--- config.mk ---
export PLATFORM = sky130hd
export DESIGN_NAME = ohash_front
export DESIGN_NICKNAME = d
export VERILOG_FILES = /design/src/rtl/core/ohash_pkg.sv /design/src/rtl/core/ohash_front.sv
export SDC_FILE = /design/constraint.sdc
export NUM_CORES = 1
export LEC_CHECK = 0
export BUFFER_PORTS_ARGS = -buffer_cell sky130_fd_sc_hd__buf_4
export CAP_MARGIN = 20
export CELL_PAD_IN_SITES_DETAIL_PLACEMENT = 0
export CELL_PAD_IN_SITES_GLOBAL_PLACEMENT = 2
export CORE_MARGIN = 4
export CORE_UTILIZATION = 38
export CTS_BUF_LIST = sky130_fd_sc_hd__clkbuf_4 sky130_fd_sc_hd__clkbuf_8 sky130_fd_sc_hd__clkbuf_16
export DETAILED_ROUTE_END_ITERATION = 8
export PLACE_DENSITY_LB_ADDON = 0.1
export SYNTH_ARGS = -nofsm -noshare
export SYNTH_HDL_FRONTEND = slang
export SYNTH_SLANG_ARGS = --single-unit
--- constraint.sdc ---
create_clock -name i_clk -period 19.05 [get_ports i_clk]
set_clock_uncertainty 0.1 [all_clocks]
set_input_delay 3.81 -clock i_clk [delete_from_list [all_inputs] [get_ports i_clk]]
set_output_delay 3.81 -clock i_clk [all_outputs]
set_load 0.01 [all_outputs]
--- src/rtl/core/ohash_pkg.sv ---
// Shared types and constants for the open addressing hash table.
`default_nettype none
package ohash_pkg;
    localparam logic [31:0] FNV_BASIS = 32'd2166136261;
    localparam logic [31:0] FNV_PRIME = 32'd16777619;

    typedef enum logic [1:0] {
        MODE_GET = 2'd0,
        MODE_SET = 2'd1,
        MODE_DEL = 2'd2,
        MODE_BAD = 2'd3
    } t_mode;

    typedef enum logic [1:0] {
        ST_OK      = 2'd0,
        ST_MISSING = 2'd1,
        ST_FULL    = 2'd2,
        ST_RSVD    = 2'd3
    } t_status;

    typedef enum logic [1:0] {
        SL_EMPTY = 2'd0,
        SL_USED  = 2'd1,
        SL_TOMB  = 2'd2,
        SL_RSVD  = 2'd3
    } t_slot;
endpackage
`default_nettype wire

--- src/rtl/core/ohash_front.sv ---
// Front end: key masking, length clamp and serial FNV-1a hash, one byte per cycle.
`default_nettype none
module ohash_front #(
    parameter int KEY_BYTES_MAX = 8
) (
    input  wire logic        i_clk,
    input  wire logic        i_rst_n,
    input  wire logic        i_valid,
    output logic             o_ready,
    input  wire logic [1:0]  i_mode,
    input  wire logic [63:0] i_key,
    input  wire logic [3:0]  i_len,
    input  wire logic [63:0] i_value,
    output logic             o_valid,
    input  wire logic        i_ready,
    output logic [1:0]       o_mode,
    output logic [63:0]      o_key,
    output logic [3:0]       o_len,
    output logic [63:0]      o_value,
    output logic [31:0]      o_hash
);
    import ohash_pkg::*;

    typedef enum logic [2:0] {
        F_IDLE = 3'b001,
        F_HASH = 3'b010,
        F_OUT  = 3'b100
    } t_fstate;

    t_fstate     r_state, n_state;
    logic [1:0]  r_mode;
    logic [63:0] r_key;
    logic [3:0]  r_len;
    logic [63:0] r_value;
    logic [31:0] r_hash;
    logic [3:0]  r_idx;
    logic [3:0]  w_len;
    logic [63:0] w_mask;
    logic [31:0] w_mix;

    always_comb begin
        w_len = (i_len > 4'(KEY_BYTES_MAX)) ? 4'(KEY_BYTES_MAX) : i_len;
        for (int b = 0; b < 8; b++) begin
            w_mask[b*8 +: 8] = (4'(b) < w_len) ? 8'hFF : 8'h00;
        end
        w_mix = (r_hash ^ {24'd0, r_key[{r_idx[2:0], 3'b000} +: 8]}) * FNV_PRIME;
    end

    always_comb begin
        n_state = r_state;
        unique case (r_state)
            F_IDLE: if (i_valid) n_state = (w_len == 4'd0) ? F_OUT : F_HASH;
            F_HASH: if (r_idx + 4'd1 == r_len) n_state = F_OUT;
            F_OUT:  if (i_ready) n_state = F_IDLE;
            default: n_state = F_IDLE;
        endcase
    end

    always_ff @(posedge i_clk) begin
        if (!i_rst_n) begin
            r_state <= F_IDLE;
        end else begin
            r_state <= n_state;
        end
        if (r_state == F_IDLE && i_valid) begin
            r_mode  <= i_mode;
            r_key   <= i_key & w_mask;
            r_len   <= w_len;
            r_value <= i_value;
            r_hash  <= FNV_BASIS;
            r_idx   <= 4'd0;
        end else if (r_state == F_HASH) begin
            r_hash <= w_mix;
            r_idx  <= r_idx + 4'd1;
        end
    end

    assign o_ready = (r_state == F_IDLE);
    assign o_valid = (r_state == F_OUT);
    assign o_mode  = r_mode;
    assign o_key   = r_key;
    assign o_len   = r_len;
    assign o_value = r_value;
    assign o_hash  = r_hash;
endmodule
`default_nettype wire

; ---- After elaboration in Yosys (flattened, before gate mapping)
; Index checks and enable logic that the tools add are counted.
[word_totals]
regBits = 173
latchBits = 0
ramBits = 0
romBits = 0
input_bits = 138
output_inout_bits = 168
word_cells = 45
memories = 0
[classes]
n_addsub = 1
n_mul = 1
n_div = 0
order_cmp = 9
n_eq_ne = 7
shifts = 1
muxes = 14
bitwise_logic = 2
reduce_logical = 3
[ops]
columns = cell, count
row1 = 64-bit bitwise AND, 1
row2 = 8-bit 2-to-1 mux, 8
row3 = 64-bit by 7-bit indexed part select with 8-bit output, 1
row4 = 32-bit by 25-bit multiplier with 32-bit output (second input constant), 1
row5 = 32-bit by 8-bit bitwise XOR with 32-bit output, 1
row6 = 3-bit by 4-bit less-than comparator with 1-bit output (first input constant), 4
row7 = 3-bit 2-to-1 mux, 4
row8 = 3-bit case mux with 3 select lines, 1
row9 = 1-bit by 4-bit less-than comparator with 1-bit output (first input constant), 2
row10 = 2-bit by 4-bit less-than comparator with 1-bit output (first input constant), 2
row11 = 4-bit by 1-bit adder with 4-bit output (second input constant), 1
row12 = 4-bit equality test, 1
row13 = 4-bit > comparator (second input constant), 1
row14 = 4-bit logical NOT, 1
row15 = 4-bit 2-to-1 mux, 1
row16 = 2-bit inequality test (second input constant), 2
row17 = 3-bit by 1-bit equality test with 1-bit output (second input constant), 1
row18 = 3-bit by 2-bit equality test with 1-bit output (second input constant), 1
row19 = 3-bit equality test (second input constant), 1
row20 = 3-bit AND reduction, 1
row21 = 2-bit by 1-bit inequality test with 1-bit output (second input constant), 1
row22 = 1-bit logical AND, 1

; ---- Longest topological paths before layout
[depth]
ltp_word = 6
depth_mapped = 25
ltp_nobuf = 23

; ---- Worst setup path after synthesis
; No wires, ideal clock.
[synth_path]
path_type = input -> register
start = input i_valid
end = register r_key[0] (netlist: o_key[0]), enable pin
setup_time_ps = 551
arrival_time_ps = 7868
required_time_ps = 18399
slack_ps = 10531
stages = 3
n_path_buf = 1
path_cell_list = nand2_1 > inv_1 > clkbuf_1
[synth_via]
elab_chain_cells = 1
[synth_rtl]
columns = element, line_no
row1 = "start, declared", ohash_front.sv:8  ; input wire logic i_valid,
row2 = 1-bit logical AND, ohash_front.sv:65  ; if (r_state == F_IDLE && i_valid) begin
row3 = "end signal, assigned", ohash_front.sv:67  ; r_key <= i_key & w_mask;
row4 = "end, declared", ohash_front.sv:32  ; logic [63:0] r_key;
; Every way passes these cells.
; A chain may end at the register's enable or synchronous reset.

; ---- Worst setup path after layout
[layout_path]
start = register r_idx[0]
end = register r_hash[31] (netlist: o_hash[31])
[layout_via]
elab_chain_cells = 3
[layout_rtl]
columns = element, line_no
row1 = "start, declared", ohash_front.sv:36  ; logic [3:0] r_idx;
row2 = "start signal, assigned", ohash_front.sv:74  ; r_idx <= r_idx + 4'd1;
row3 = 64-bit by 7-bit indexed part select with 8-bit output, ohash_front.sv:46  ; w_mix = (r_hash ^ {24'd0, r_key[{r_idx[2:0], 3'b000} +: 8]}) * FNV_PRIME;
row4 = 32-bit by 8-bit bitwise XOR with 32-bit output, ohash_front.sv:46
row5 = 32-bit by 25-bit multiplier with 32-bit output, ohash_front.sv:46
row6 = "end signal, assigned", ohash_front.sv:73  ; r_hash <= w_mix;
row7 = "end, declared", ohash_front.sv:35  ; logic [31:0] r_hash;
; Every way passes these cells.

==> results.tsv <==
metric	value	unit
GRT overflow	0	
Synth top cells by count	200 x inv_1, 185 x ha_1, 134 x edfxtp_1, 74 x fa_1, 62 x nor2b_1	
fin nets	1742	
Port Buf Inserts	305	
crit path time final	7.11	ns
latest clock arrival within the worst-skew pair	0.43	ns
clk sink count	173	
Worst setup startpoint	r_idx[0]$_SDFFE_PP0P_	
top cells by area, synth	edfxtp_1 33%, ha_1 19%, fa_1 12%	
cell count along the critical path	23	
DP Worst Slack	11.89	ns
status	complete, no violations	
prevailing post-synth register cell	edfxtp_1	
gr usage total	20.5	%
worst-path fanout max	13	
highest clock rate	141	MHz
vias in the first global route	9272	
post-cts sizing count	0	
post-DP HPWL	29.5	mm
Fill cells	3001	
CP max stage cell	dfxtp_1	
Worst-path clk slew	0.07	ns
Worst Max-Slew Pin Slew	0.922	ns
Setup crit end kind	flop	
average size of a mapped cell	11.9	um^2
Post-synth ARST share	0	%
Worst Slack Setup Final	11.94	ns
TritonCTS Buffers	17	
FF-to-FF Start	r_idx[0]$_SDFFE_PP0P_	
Most Crowded Layer GR	met2	
clock buffer depth	2	
Synth top area share	32.8	%
Seq/Total Area, Yosys	39.2	%
die area	0.0352	mm^2
crit path to	o_hash[31]$_SDFFE_PP1P_	
worst min-delay path class	flop to flop	
TritonCTS clock tree	yes	
GR Util met3	7.46	%
cell count after synthesis	1034	
RSZ-0062 raised after global routing	no	
floorplan row count	65	
r2r setup slk	11.94	ns
CTS Root Buffer Type	clkbuf_16	
final WL	36.1	mm
Unique masters post-synth	62	
Sum Neg Setup Slack	0	ns
grt met2 use	37.7	%
largest net degree at the start of global routing	84	
Layout area overhead	27.5	%
worst endpoint required time	19.27	ns
count leader, synth	inv_1	
# IOs	306	
CP delay by family, top	adder cells	
# hold bufs at CTS	0	
Max Slew Vio Count	0	
Crit path buffers/inverters	3	
share of post-route cells with drive strength above 1	27.9	%
Ys Warns	0	
crit path kind	flop to flop	
first-pass GRT wire length	55.0	mm
CORE AREA	0.0317	mm^2
final hold violations	0	
cell mode on critical path	ha_1	
drt wl/cell	20.5	um
Die Wd	188	um
Synthesized Nets	1431	
Placer Congestion	0.811	
Worst Path Arrival	7.33	ns
number of synthesized flops with an enable pin	134	
M1 GR Usage	22.5	%
worst-path cell chain	buf_4 -> mux4_2 -> mux2i_1 -> xnor2_1 -> ha_1 -> ha_1 -> fa_1 -> ha_1 -> fa_1 -> ha_1 -> inv_1 -> fa_1 -> inv_1 -> ha_1 -> o21a_1 -> o21a_4 -> nor2_2 -> or4_4 -> o211ai_2 -> o211ai_2 -> o21ai_2 -> and3_4 -> o21ai_2	
Vias/cell	4.82	
R2R depth	23	
DR pass1 iterations	4	
total number of vias	8479	
number of remaining DRC errors	0	
cell taking the most area after synthesis	edfxtp_1	
post-route ant nets	0	
H-tree depth	4	
final worst-path cycle share	37.3	%
Netlist Area Pre-Place	0.0123	mm^2
slew margin rel.	38.2	%
Antenna Cells	0	
antenna violations before repair	2	
final setup fails	0	
Starting Density	38.7	%
post-CTS setup buffer count	0	
r2r endpoint	o_hash[31]$_SDFFE_PP1P_	
#FFs+latches synth	173	
CP max stage delay	0.64	ns
startpoint types	flop	
die height	188	um
max_cap viols	0	
initial DRC count	345	
-- stage by stage --
stage | area [um^2] | cells | utilization, % | hold WS [ns]
3_3_place_gp | 15000 | 1727 | 47.4 | 0.389
5_1_grt | 15600 | 1759 | 49.3 | 0.474
4_1_cts | 15600 | 1758 | 49.2 | 0.409
6_report | 15600 | 1759 | 49.3 | 0.413
2_1_floorplan | 12300 | 1034 | - | 0.370
3_5_place_dp | 15000 | 1727 | 47.4 | 0.396
-- kinds of logic after synthesis --
| kind of cell | count (synthesis) | synth area share, % |
|---|---|---|
| compound gates | 115 | 6.41 |
| fa+ha+maj | 259 | 31.0 |
| flops | 173 | 39.2 |
| simple gates | 179 | 7.93 |
| buf+inv | 221 | 6.85 |
| xor+xnor | 63 | 4.81 |
| mux | 24 | 3.85 |
-- state kept, by name, summed over array words and instances (netlist names) --
signal and flops:
o_key 64, o_len 4, r_idx 4, o_value 64, r_state 3, o_mode 2
o_hash 32
-- per-layer routing --
layer | part of all wire (%) | up-vias
met3 | 7.6 | 42
met4 | 2.1 | 4
met1 | 38 | 4106
met2 | 52 | 222
met5 | 0.075 | -
li1 | - | 4105
-- worst reg2reg max path, delay by kind of cell (launching register included) --
family	cells	cell delay, ns
AO/OA/AOI/OAI	6	0.92
multiplexers	2	0.80
XOR/XNOR	1	0.33
buffers and inverters	3	0.44
adder cells (fa/ha/maj)	8	3.02
AND/OR/NAND/NOR	3	0.77
flip-flops	1	0.64
-- cell usage in the layout (no fill, tap or decap), types with 10 or more instances in the layout --
| master | Yosys | routed |
|---|---|---|
| clkbuf_16 | 0 | 17 |
| nor2b_1 | 62 | 62 |
| fa_1 | 74 | 74 |
| ha_1 | 185 | 185 |
| nor2_1 | 17 | 17 |
| a21o_1 | 13 | 13 |
| o211ai_1 | 10 | 10 |
| mux4_2 | 11 | 11 |
| inv_1 | 200 | 199 |
| xor2_1 | 18 | 18 |
| nand2_1 | 55 | 55 |
| xnor2_1 | 43 | 43 |
| buf_4 | 0 | 312 |
| and2_1 | 11 | 11 |
| edfxtp_1 | 134 | 134 |
| a21oi_1 | 38 | 38 |
| dfxtp_1 | 39 | 39 |
| o21ai_0 | 16 | 16 |
-- cell type report --
| cell class | count | area, um^2 | area share [%] |
|---|---|---|---|
| Timing Repair Buffer | 313 | 2370 | 15.2 |
| Inverter | 200 | 756 | 4.83 |
| Clock inverter | 14 | 146 | 0.936 |
| Tap cell | 402 | 503 | 3.22 |
| Sequential cell | 173 | 4800 | 30.7 |
| Multi-Input combinational cell | 640 | 6630 | 42.4 |
| Clock buffer | 17 | 425 | 2.72 |
-- how the worst min path moves through the flow --
| stage | from | endpoint | slack, ns | cells after the start |
|---|---|---|---|---|
| floorplan | r_idx[3]$_SDFFE_PP0P_ | r_idx[3]$_SDFFE_PP0P_ | 0.37 | 2 |
| global placement | r_idx[3]$_SDFFE_PP0P_ | r_idx[3]$_SDFFE_PP0P_ | 0.39 | 2 |
| detailed placement | r_idx[3]$_SDFFE_PP0P_ | r_idx[3]$_SDFFE_PP0P_ | 0.40 | 2 |
| global route | o_hash[4]$_SDFFE_PP0P_ | o_hash[4]$_SDFFE_PP0P_ | 0.47 | 2 |
| CTS | r_idx[3]$_SDFFE_PP0P_ | r_idx[3]$_SDFFE_PP0P_ | 0.41 | 2 |
| finish | r_idx[3]$_SDFFE_PP0P_ | r_idx[3]$_SDFFE_PP0P_ | 0.41 | 2 |
Power is not shown: default switching activity piles up to over one toggle a cycle in this logic, so the estimate is an artifact.
