File: config.mk
export PLATFORM = sky130hd
export DESIGN_NAME = ohash_queue
export DESIGN_NICKNAME = d
export VERILOG_FILES = /design/src/rtl/core/ohash_queue.sv
export SDC_FILE = /design/constraint.sdc
export NUM_CORES = 1
export LEC_CHECK = 0
export BUFFER_PORTS_ARGS = -buffer_cell sky130_fd_sc_hd__buf_4
export CORE_UTILIZATION = 35
export CTS_CLUSTER_SIZE = 8
export DETAILED_ROUTE_END_ITERATION = 10
export PLACE_DENSITY_LB_ADDON = 0.08
export SYNTH_ARGS = -nofsm -noshare
export SYNTH_HDL_FRONTEND = slang
export SYNTH_SLANG_ARGS = --single-unit
File: constraint.sdc
create_clock -name i_clk -period 3.1 [get_ports i_clk]
set_input_delay 0.31 -clock i_clk [delete_from_list [all_inputs] [get_ports i_clk]]
set_output_delay 0.31 -clock i_clk [all_outputs]
set_load 0.02 [all_outputs]
File: src/rtl/core/ohash_queue.sv
// Two-entry queue between the hash front end and the probe engine.
`default_nettype none
module ohash_queue #(
    parameter int WIDTH = 8
) (
    input  wire logic             i_clk,
    input  wire logic             i_rst_n,
    input  wire logic             i_valid,
    output logic                  o_ready,
    input  wire logic [WIDTH-1:0] i_data,
    output logic                  o_valid,
    input  wire logic             i_ready,
    output logic [WIDTH-1:0]      o_data
);
    logic [WIDTH-1:0] r_mem [2];
    logic             r_wp, r_rp;
    logic [1:0]       r_cnt;
    logic             w_push, w_pop;

    assign o_ready = (r_cnt != 2'd2);
    assign o_valid = (r_cnt != 2'd0);
    assign o_data  = r_mem[r_rp];
    assign w_push  = i_valid && o_ready;
    assign w_pop   = o_valid && i_ready;

    always_ff @(posedge i_clk) begin
        if (!i_rst_n) begin
            r_wp  <= 1'b0;
            r_rp  <= 1'b0;
            r_cnt <= 2'd0;
        end else begin
            if (w_push) r_wp <= ~r_wp;
            if (w_pop)  r_rp <= ~r_rp;
            r_cnt <= r_cnt + {1'b0, w_push} - {1'b0, w_pop};
        end
        if (w_push) r_mem[r_wp] <= i_data;
    end
endmodule
`default_nettype wire

* Word level (Yosys, flattened, before mapping) *
Memory sizes are Yosys's and may differ from the RTL's. A register that Yosys moved wholly into a read port is not among the register bits.
Index checks and enable logic that the tools add are counted.

storage, ports and cells
  RAM bits = 16
  memories kept = 1
  word-level logic and storage cells = 16
  output and inout port bits = 10
  bits in registers = 4

cells by class
  add/sub/neg operators = 2
  muxes and demuxes = 4
  equal/unequal tests = 1
  reductions and logical operators = 3
  bitwise logic cells = 2

memory list
  name   depth  bits a word  read ports  clocked after Yosys merged registers in  wr ports  RTL line  RTL
  r_mem  2      8            1           1                                        1         15        logic [WIDTH-1:0] r_mem [2];

operators with widths
  operator                                       number
  1-bit two-way mux                              4
  2-bit by 1-bit adder with 2-bit output         1
  1-bit logical AND                              2
  2-bit inequality test (second input constant)  1
  1-bit NOT                                      2
  2-bit nonzero test                             1
  2-bit by 1-bit subtractor with 2-bit output    1

* Longest topological paths before layout *
Gate-level depths: netlist of the first run.

  word-level depth = 4
  depth in mapped cells = 8
  gate-level depth less buffers = 8

* Least setup slack after synthesis of the first run *
OpenSTA, ideal clock, no wires.

  kind = flip-flop to flip-flop
  from = reg r_cnt[0]
  to = reg r_cnt[1]
  period minus slack after synthesis = 1709 ps
  setup slack = 1391 ps
  required time = 2985 ps
  arrival = 1594 ps
  cell stages (with the launch flop) = 9
  cell sequence = dfxtp_1 -> nand2b_1 -> nand2_1 -> ha_1 -> inv_1 -> ha_1 -> xnor2_1 -> xnor2_1 -> and2_1

on the way
  word-level cells in the longest chain between the ends = 4

RTL lines
  item                                         RTL line  RTL
  from (decl)                                  17        logic [1:0] r_cnt;
  from (signal assigned)                       34        r_cnt <= r_cnt + {1'b0, w_push} - {1'b0, w_pop};
  2-bit inequality test                        20        assign o_ready = (r_cnt != 2'd2);
  net o_ready                                  9         output logic o_ready,
  1-bit logical AND                            23        assign w_push = i_valid && o_ready;
  2-bit by 1-bit adder with 2-bit output       34
  2-bit by 1-bit subtractor with 2-bit output  34

The timed path passes the listed nets, and every way through them passes these cells.
A chain may end at the register's enable or synchronous reset.

==> run_results.csv, run 1 <==
group,metric,value,unit
yosys,synthesis.area,810.8,µm²
yosys,synth_area_leaders,"edfxtp_1 59%, dfxtp_1 12%, mux2_2 11%",
yosys,avgSynthCellArea,16.55,µm²
final_layout,layout-drive-gt1-share,0.4658,
critical_path,worstSetupStartpointType,"flop",
clock_network,htreeDepth,1,
clock_network,numCtsBuffers,3,
yosys,yosysMostFrequentCell,"edfxtp_1",
global_route,grt_pass1_vias,460,
routing,ant_nets,0,
die,rows,17,
clock_network,root_buffer,"clkbuf_4",
pwr,swShare,0.3034,
yosys,syn_inst,49,
timing,post-route-min-period,1.693,ns
timing,finalCritPeriodShare,0.5463,
timing,fmax,590.5,MHz
placement,placed_area,998.5,µm²
placement,dp_cells,97,
global_route,grt.total_usage,0.1084,
yosys,synth_top_area_cell,"edfxtp_1",
yosys,yosys_warnings,0,
pwr,p_leak,0.4030,nW
final_layout,final_area,0.001025,mm²
yosys,syn_nets,63,
critical_path,max_stage_delay,0.55,ns
final_layout,n_fill_cell,207,
routing,via_count,457,
critical_path,crit_required,2.79,ns
final_layout,diodes,0,
yosys,synth_compound_area_frac,0.01080,
yosys,yosysUniqueCellTypes,16,
clock_network,postCtsSetupBuffers,0,
final_layout,final_cell_count_no_fill,101,
yosys,synth_edf_count,16,
clock_network,cts_tree,"done",
critical_path,r2r_slack,1.49,ns
clock_network,clock_latency,0.29,ns
timing,max_slew.worst_pin.slew,0.6776,ns
timing,final-max-slew-violation-count,0,
critical_path,worstPathCellList,"mux2_2 > buf_4",
global_route,grt_pass1_wl,1.911,mm
placement,port_buffers,21,
status,outcome,"completed",
pwr,p_switching,0.2412,mW
die,core-area,0.002191,mm²
placement,post-dp-hpwl,857.2,µm
yosys,async_flop_share,0,
yosys,synth_xor_xnor_area_share,0.03241,
pwr,combPwrFrac,0.351,
pwr,vdd_drop_max,356.8,µV
timing,setup_tns,0,ns
timing,skew,0.006131,ns
yosys,synth-seq-cells,21,
yosys,synth_top_area_frac,0.5926,
critical_path,reg2regPathDepth,8,
routing,drtPass1Iterations,2,
yosys,synthTopCellsByCount,"16 x edfxtp_1, 8 x mux2_2, 5 x dfxtp_1",
worst_hold_path,whs_path_depth,1,
timing,rsz0062_at_grt,"false",
pwr,seq_power_share,0.492,
yosys,yosysSeqAreaShare,0.7160,
pwr,internal_power,0.5539,mW
yosys,synthAdderAreaFrac,0.03086,
yosys,synth_top_family_by_area,"multiplexers",
yosys,synth_mux_area_frac,0.1235,
critical_path,cpMaxStageDelayCell,"dfxtp_1",
routing,wl_per_cell,11.34,µm
critical_path,cp-end-kind,"primary output",
global_route,antenna_found_initial,0,
die,die_x,50.13,µm
global_route,grt.overflow.total,0,
die,io_pins,22,
yosys,ys.flop_type,"edfxtp_1",
routing,vias_per_cell,4.525,
clock_network,path_clk_slew,0.11,ns
die,start_util,0.3701,
final_layout,finalNetCount,88,
clock_network,holdBufCountCts,0,
timing,final-setup-viol-count,0,
routing,drt_iter0_markers,1,
routing,wl,1.145,mm
die,die_y,50.13,µm
routing,drc,0,
global_route,grt_max_degree,12,
final_layout,fin_util,0.4677,
yosys,synth_simple_gate_area_frac,0.07562,
critical_path,worstSetupPathType,"flop to primary output",
critical_path,crit_fanout,8,
die,fp.dieArea,0.002513,mm²
worst_hold_path,hold_path_class,"input port to flop",
placement,routabilityCongestion,0.6625,
pwr,p_per_area,775.9,mW/mm²
pwr,clockPowerShare,0.157,
timing,hold_viol,0,
clock_network,post_cts_resized,0,
critical_path,arrival,1.38,ns
job,drv_cap,0,
clock_network,clkSinkCount,21,
clock_network,cts_buffer_depth,2,
final_layout,area_growth,26.39,%
timing,relSlewSlack,0.5466,
==> cell families after synthesis <==
group                    Yosys count
flip-flops                        21
buffers and inverters              2
AO/OA/AOI/OAI                      1
adder cells (fa/ha/maj)            2
multiplexers                       9
XOR/XNOR                           3
AND/OR/NAND/NOR                   11
==> registers in the layout, summed over array words and instances (netlist names), named ones only <==
name and count:
r_wp 1, r_cnt 2, r_mem 16, r_rp 1
==> metal layers <==
metal,part of all wire,GRT usage
met1,0.46,0.1181
met2,0.51,0.1844
met3,0.032,0.02727
met4,0,0.07143
met5,0,0
==> per-stage QoR <==
step	power, mW	setup slack, ns	hold slack (ns)
after floorplan	0.5814	1.391	0.4089
after global placement	0.6785	1.496	0.4681
after detailed placement	0.6809	1.479	0.4837
after CTS	0.8067	1.356	0.1795
after global routing	0.8452	1.304	0.1675
final	0.7951	1.407	0.1926
==> power by group through the flow <==
stage | Clock (mW) | Combinational [mW] | Sequential [mW]
after detailed placement | 0 | 0.283 | 0.398
after global routing | 0.142 | 0.303 | 0.400
after CTS | 0.131 | 0.283 | 0.393
after global placement | 0 | 0.282 | 0.397
final | 0.125 | 0.279 | 0.391
after floorplan | 0 | 0.202 | 0.380
==> critical path: cells and delay by family (launching register included) <==
family	cells	cell delay, ns
buffers and inverters	1	0.16
muxes	1	0.38
DFF	1	0.55
==> cells in the final DEF, fill, tap and decap left out, types with 2 or more instances in the layout <==
cell	instances
buf_4	21
edfxtp_1	16
mux2_2	8
dfxtp_1	5
xnor2_1	3
clkbuf_4	3
nand2b_1	2
nand2_1	2
nor2b_1	2
and2_1	2
ha_1	2
==> cell type report <==
cell class                 count  area [µm²]  share of cell area
inverter                       1       3.754            0.003663
timing repair buffer          21       157.7              0.1538
clock buffer                   4       26.28             0.02564
sequential                    21       580.6              0.5665
multi-input combinational     26       221.5              0.2161
tap                           28       35.03             0.03419
==> worst paths after layout <==
| check | start | to |
|---|---|---|
| setup / recovery | flop | o_data[3] |
| hold / removal | i_data[6] | r_mem[1][6]$_DFFE_PP_ |
| setup reg to reg | r_cnt[0]$_SDFF_PN0_ | r_cnt[1]$_SDFF_PN0_ |
| hold reg to reg | r_wp$_SDFFE_PN0N_ | r_wp$_SDFFE_PN0N_ |
No activity file was read; power rests on OpenSTA's default activity.
==> inputs of run 2 (changes only) <==
Clock period 3.1 ns to 1.4 ns, I/O delays scaled along.
==> run 2 against run 1 <==
Clock skew fell by 0.0029 ns. First-iteration DRC count rose to 4.0 times the previous value. Sequential share of layout area fell by 9.3 points. Clock-buffer cell count did not move. Global-route usage fell by 0.51 points. Wire length rose by 6.6%. Largest cell class unchanged. Critical endpoint is now r_cnt[1]$_SDFF_PN0_. Setup slack got worse by 1.5 ns. Total power rose to 2.7 times the previous value. The flow now finishes with violations (setup timing). Via count rose by 6.3%. Register-to-register slack got worse by 1.6 ns.
==> run_results.csv, run 2 (synthesized netlist as in run 1, its figures left out) <==
group,metric,value,unit
status,outcome,"finished with violations",
status,failed_checks,"setup timing",
die,fp.dieArea,0.002513,mm²
timing,final-max-slew-violation-count,0,
timing,post-route-min-period,1.484,ns
routing,wl,1.221,mm
timing,rsz0062_at_grt,"true",
routing,vias_per_cell,4.339,
timing,finalCritPeriodShare,1.060,
final_layout,top_register,"r_mem",
timing,hold_viol,0,
final_layout,top_regs,"r_mem x16, r_cnt x2",
routing,wl_per_cell,10.90,µm
critical_path,worstSetupPathType,"flop to flop",
timing,setup_tns,-0.08450,ns
critical_path,worstPathCellList,"o21a_4 > ha_4 > inv_2 > ha_4 > xnor2_2 > xnor2_1 > and2_1",
worst_hold_path,min-delay-start,"i_data[1]",
pwr,p_per_area,1738,mW/mm²
die,die_x,50.13,µm
placement,routabilityCongestion,0.7087,
clock_network,clock_latency,0.29,ns
clock_network,cts_buffer_depth,2,
final_layout,layout-drive-gt1-share,0.6429,
die,start_util,0.3701,
global_route,grt_max_degree,12,
routing,drc,0,
job,drv_cap,0,
global_route,grt_pass1_wl,1.904,mm
pwr,finalPower,2.153,mW
final_layout,final_cell_mix,"21 x buf_4, 16 x edfxtp_1, 11 x buf_6, 8 x mux2_4, 3 x clkbuf_4",
clock_network,cts_tree,"done",
pwr,vdd_drop_max,1065,µV
routing,ant_nets,0,
placement,post-dp-hpwl,931.1,µm
critical_path,max_stage_delay,0.38,ns
clock_network,path_clk_slew,0.11,ns
final_layout,final_area,0.001239,mm²
critical_path,cp-end-kind,"flop",
critical_path,cpMaxStageDelayCell,"dfxtp_4",
worst_hold_path,hold_path_class,"input port to flop",
placement,port_buffers,21,
clock_network,root_buffer,"clkbuf_4",
critical_path,crit_path_start,"r_cnt[1]$_SDFF_PN0_",
critical_path,crit_fanout,3,
pwr,combPwrFrac,0.471,
timing,final-setup-viol-count,1,
critical_path,arrival,1.68,ns
global_route,grt.overflow.total,0,
global_route,grt_pass1_vias,490,
pwr,p_switching,0.6361,mW
clock_network,numCtsBuffers,3,
timing,worst_slack,-0.08450,ns
routing,via_count,486,
die,die_y,50.13,µm
clock_network,clkSinkCount,21,
final_layout,largest_reg_flops,16,
routing,drt_iter0_markers,4,
final_layout,mostFrequentLayoutCell,"buf_4",
global_route,antenna_found_initial,0,
critical_path,cpMostUsedCell,"ha_4",
critical_path,worstReg2RegStart,"r_cnt[1]$_SDFF_PN0_",
timing,max_slew.worst_pin.slew,0.1679,ns
routing,drtPass1Iterations,2,
timing,relSlewSlack,0.8873,
pwr,internal_power,1.517,mW
final_layout,finalNetCount,99,
pwr,clockPowerShare,0.126,
placement,placed_area,0.001114,mm²
global_route,grt.total_usage,0.1033,
pwr,p_leak,0.5072,nW
critical_path,crit_required,1.59,ns
final_layout,area_growth,52.78,%
timing,skew,0.003242,ns
timing,fmax,673.6,MHz
die,io_pins,22,
die,rows,17,
critical_path,worstSetupStartpointType,"flop",
pwr,swShare,0.2954,
clock_network,htreeDepth,1,
pwr,seq_power_share,0.403,
die,core-area,0.002191,mm²
timing,timing.hold.ws,0.02898,ns
final_layout,diodes,0,
-- run 2: changes by cell type in the layout (fill, tap and decap cells not counted), sizes merged --
cell  previous run  this run
buf             21        32
-- run 2: per-layer routing --
metal,part of all wire,global-route usage,up-vias
met5,0,0,-
met4,0,0.04286,0
met2,0.54,0.1867,10
li1,-,-,243
met1,0.42,0.1124,233
met3,0.036,0.02727,0
-- run 2: power groups by stage --
stage / sequential [mW] / clock, mW / combinational, mW
4_1_cts: 0.853 / 0.289 / 0.934
6_report: 0.867 / 0.271 / 1.01
2_1_floorplan: 0.856 / 0 / 0.509
5_1_grt: 0.882 / 0.306 / 1.09
3_3_place_gp: 0.860 / 0 / 0.834
3_5_place_dp: 0.863 / 0 / 0.847
-- run 2: stage by stage --
| stage | setup slack [ns] | instances | util |
|---|---|---|---|
| 2_1_floorplan | -0.08920 | 49 | - |
| 3_3_place_gp | -0.07689 | 107 | 0.5083 |
| 3_5_place_dp | -0.1219 | 107 | 0.5083 |
| 4_1_cts | -0.1156 | 112 | 0.5408 |
| 5_1_grt | -0.1360 | 112 | 0.5654 |
| 6_report | -0.08450 | 112 | 0.5654 |
-- run 2: area by class of cell --
type                       count  area, µm²
tap                           28      35.03
clock buffer                   4      26.28
inverter                       1      3.754
sequential                    21      586.8
multi-input combinational     26      305.3
fill                         191      952.2
timing repair buffer          32      281.5
-- run 2: repair_timing --
| item | in CTS | in global routing |
|---|---|---|
| setup buffers | 1 | 0 |
| hold buffers | 0 | 0 |
| resized for setup | 9 | 14 |
| setup endpoints to repair | 9 | 10 |
| pin swaps | 4 | 1 |
-- run 2: final timing paths --
kind,slack [ns],cells after the start,to
hold / removal,0.03,1,r_mem[0][1]$_DFFE_PP_
setup reg to reg,-0.08,7,r_cnt[1]$_SDFF_PN0_
setup / recovery,-0.08,7,r_cnt[1]$_SDFF_PN0_
hold reg to reg,0.50,2,r_wp$_SDFFE_PN0N_
-- run 2: worst max-delay path: cells and delay by family (launching register included) --
kind / cells / cell delay, ns
buffers and inverters: 1 / 0.04
adders and majority gates: 2 / 0.41
and+or+nand+nor: 1 / 0.13
DFF: 1 / 0.38
AOI/OAI and AO/OA: 1 / 0.21
xor gates and xnor gates: 2 / 0.25
==> inputs of run 3 (changes only) <==
Settings changed: ABC_AREA set to 1.
==> run 3 against run 2 <==
The flow now finishes without violations. Wire length is 2.4% higher. Non-clock buffer count down 1. Sequential power grew 4.7%. Hold slack better by 0.0018 ns. Area after synthesis rose by 7.6%. Largest power group unchanged. Clock power up 3%. Register-to-register slack improved by 0.12 ns. Combinational power about the same. Sequential share of layout area decreased by 1.1 points. Utilization is 0.57 points lower.
==> run_results.csv, run 3 <==
group,metric,value,unit
final_layout,final_cell_mix,"16 x edfxtp_1, 15 x buf_4, 8 x mux2_4, 8 x buf_6, 7 x dlygate4sd3_1",
clock_network,clkSinkCount,21,
routing,drtPass1Iterations,4,
die,rows,17,
timing,rsz0062_at_grt,"true",
clock_network,numCtsBuffers,3,
critical_path,reg2regPathDepth,10,
pwr,finalPower,2.173,mW
final_layout,mostFrequentLayoutCell,"edfxtp_1",
final_layout,regArea,589.3,µm²
clock_network,path_clk_slew,0.12,ns
global_route,grt_max_degree,14,
global_route,grt.overflow.total,0,
routing,via_count,528,
final_layout,final_cell_count_no_fill,123,
timing,worst_slack,0.03868,ns
timing,relSlewSlack,0.7937,
timing,fmax,734.6,MHz
final_layout,layout-drive-gt1-share,0.5474,
final_layout,area_growth,46.05,%
placement,routabilityCongestion,0.6089,
clock_network,clock_latency,0.29,ns
critical_path,worstReg2RegStart,"r_cnt[0]$_SDFF_PN0_",
clock_network,postCtsSetupBuffers,0,
die,core-area,0.002276,mm²
yosys,synth_area_leaders,"edfxtp_1 55%, mux2_4 14%, dfxtp_1 11%",
placement,placed_area,0.001085,mm²
critical_path,arrival,1.56,ns
die,io_pins,22,
timing,final-max-slew-violation-count,0,
critical_path,r2r_slack,0.04,ns
final_layout,diodes,0,
routing,met3_wirelength,48,µm
routing,ant_nets,0,
yosys,synth-seq-cells,21,
yosys,yosysUniqueCellTypes,14,
global_route,antenna_found_initial,0,
job,drv_cap,0,
routing,routed-wl-met2,699,µm
placement,place_ws,-0.05639,ns
worst_hold_path,whs_path_depth,1,
critical_path,worstSetupPathType,"flop to flop",
placement,port_buffers,21,
yosys,yosys_warnings,0,
timing,post-route-min-period,1.361,ns
critical_path,worstReg2RegEnd,"r_cnt[1]$_SDFF_PN0_",
yosys,synth_edf_count,16,
yosys,ys.flop_type,"edfxtp_1",
routing,wl,1.250,mm
timing,max_slew.worst_pin.slew,0.3092,ns
die,die_x,51.92,µm
pwr,p_per_area,1706,mW/mm²
routing,wl_per_cell,10.16,µm
worst_hold_path,holdPathEnd,"r_mem[0][1]$_DFFE_PP_",
final_layout,final_area,0.001274,mm²
yosys,yosysMostFrequentCell,"edfxtp_1",
yosys,synth_top_area_frac,0.5509,
timing,final-setup-viol-count,0,
die,die_y,51.92,µm
yosys,synthesis.area,872.1,µm²
placement,dp_cells,112,
timing,hold_viol,0,
status,outcome,"completed",
final_layout,fin_util,0.5596,
yosys,synthTopCellsByCount,"16 x edfxtp_1, 8 x mux2_4, 7 x inv_1, 7 x nand2_1, 6 x nor2_1",
final_layout,finalNetCount,110,
yosys,async_flop_share,0,
timing,timing.hold.ws,0.03082,ns
placement,post-dp-hpwl,880.9,µm
die,fp.dieArea,0.002695,mm²
worst_hold_path,min-delay-start,"i_data[1]",
final_layout,top_regs,"r_mem x16, r_cnt x2",
routing,vias_per_cell,4.293,
critical_path,crit_fanout,3,
clock_network,root_buffer,"clkbuf_4",
critical_path,crit_path_start,"r_cnt[0]$_SDFF_PN0_",
global_route,grt_pass1_wl,2.090,mm
global_route,grt_pass1_vias,507,
critical_path,crit_required,1.60,ns
clock_network,cts_tree,"done",
clock_network,htreeDepth,1,
final_layout,top_register,"r_mem",
routing,drt_iter0_markers,4,
timing,finalCritPeriodShare,0.9724,
routing,drc,0,
timing,skew,0.007544,ns
worst_hold_path,hold_path_class,"input port to flop",
final_layout,multi_input_area,302.8,µm²
die,start_util,0.3832,
yosys,syn_inst,61,
critical_path,worstSetupStartpointType,"flop",
final_layout,largest_reg_flops,16,
yosys,syn_nets,75,
clock_network,cts_buffer_depth,2,
timing,setup_tns,0,ns
final_layout,n_fill_cell,195,
yosys,yosysSeqAreaShare,0.6657,
yosys,avgSynthCellArea,14.30,µm²
pwr,vdd_drop_max,1182,µV
yosys,synth_top_area_cell,"edfxtp_1",
critical_path,cp-end-kind,"flop",
routing,top_layer,"met4",
global_route,grt.total_usage,0.1101,
pwr,p_leak,0.5279,nW
routing,m1WireLength,488,µm
[run 3: changes by cell type in the layout (fill, tap and decap cells not counted), sizes merged, moves of 2 or more]
| cell | before | now |
|---|---|---|
| xnor2 | 3 | 0 |
| a21oi | 0 | 2 |
| nand2 | 2 | 9 |
| nor2b | 2 | 0 |
| dlygate4sd3 | 0 | 7 |
| nand3 | 0 | 3 |
| and2 | 2 | 0 |
| nand2b | 2 | 0 |
| buf | 32 | 24 |
| inv | 1 | 7 |
| nor2 | 1 | 8 |
[run 3: worst max-delay path by stage]
stage	endpoint	slack, ns	depth (start not counted)
floorplan	r_cnt[1]$_SDFF_PN0_	0.01	10
global placement	r_cnt[1]$_SDFF_PN0_	-0.04	9
detailed placement	r_cnt[1]$_SDFF_PN0_	-0.06	9
CTS	r_cnt[1]$_SDFF_PN0_	-0.01	10
global route	r_cnt[1]$_SDFF_PN0_	-0.03	10
finish	r_cnt[1]$_SDFF_PN0_	0.04	10
[run 3: layout make-up]
| type | count | area share |
|---|---|---|
| tap | 28 | 0.02750 |
| timing repair buffer | 31 | 0.2259 |
| inverter | 7 | 0.02259 |
| sequential | 21 | 0.4627 |
| multi-input combinational | 32 | 0.2377 |
| clock inverter | 1 | 0.005894 |
| clock buffer | 3 | 0.01768 |
[run 3: where the power goes]
group / switching (mW) / internal [mW]
clock: 0.172 / 0.108
sequential: 0.0896 / 0.818
combinational: 0.467 / 0.518
[run 3: worst max-delay path: stages, from the launching register on]
cell	delay, ns
dfxtp_4	0.41
inv_4	0.05
nand2_4	0.06
nand2_4	0.05
ha_4	0.25
inv_2	0.03
ha_4	0.15
nand2_1	0.09
nand3_1	0.08
nand2_1	0.06
nor2_1	0.03
[run 3: routing by layer]
| metal | GRT usage | vias to the layer above |
|---|---|---|
| met4 | 0.04054 | 0 |
| met1 | 0.1124 | 238 |
| met5 | 0 | - |
| met3 | 0.03216 | 2 |
| li1 | - | 276 |
| met2 | 0.2073 | 12 |
[run 3: kinds of logic (layout without fill, tap and decap cells)]
logic type | after synthesis | after routing | share of synthesized area
fa+ha+maj | 2 | 2 | 0.02869
flops | 21 | 21 | 0.6657
buf+inv | 8 | 42 | 0.04305
mux | 8 | 8 | 0.1377
simple gates | 20 | 20 | 0.1133
compound gates | 2 | 2 | 0.01148
[run 3: what timing repair did]
item,CTS,global route
setup endpoints to repair,9,9
resized for setup,9,15
endpoints found under the hold margin,0,12
pin swaps,3,5
hold buffers,0,7
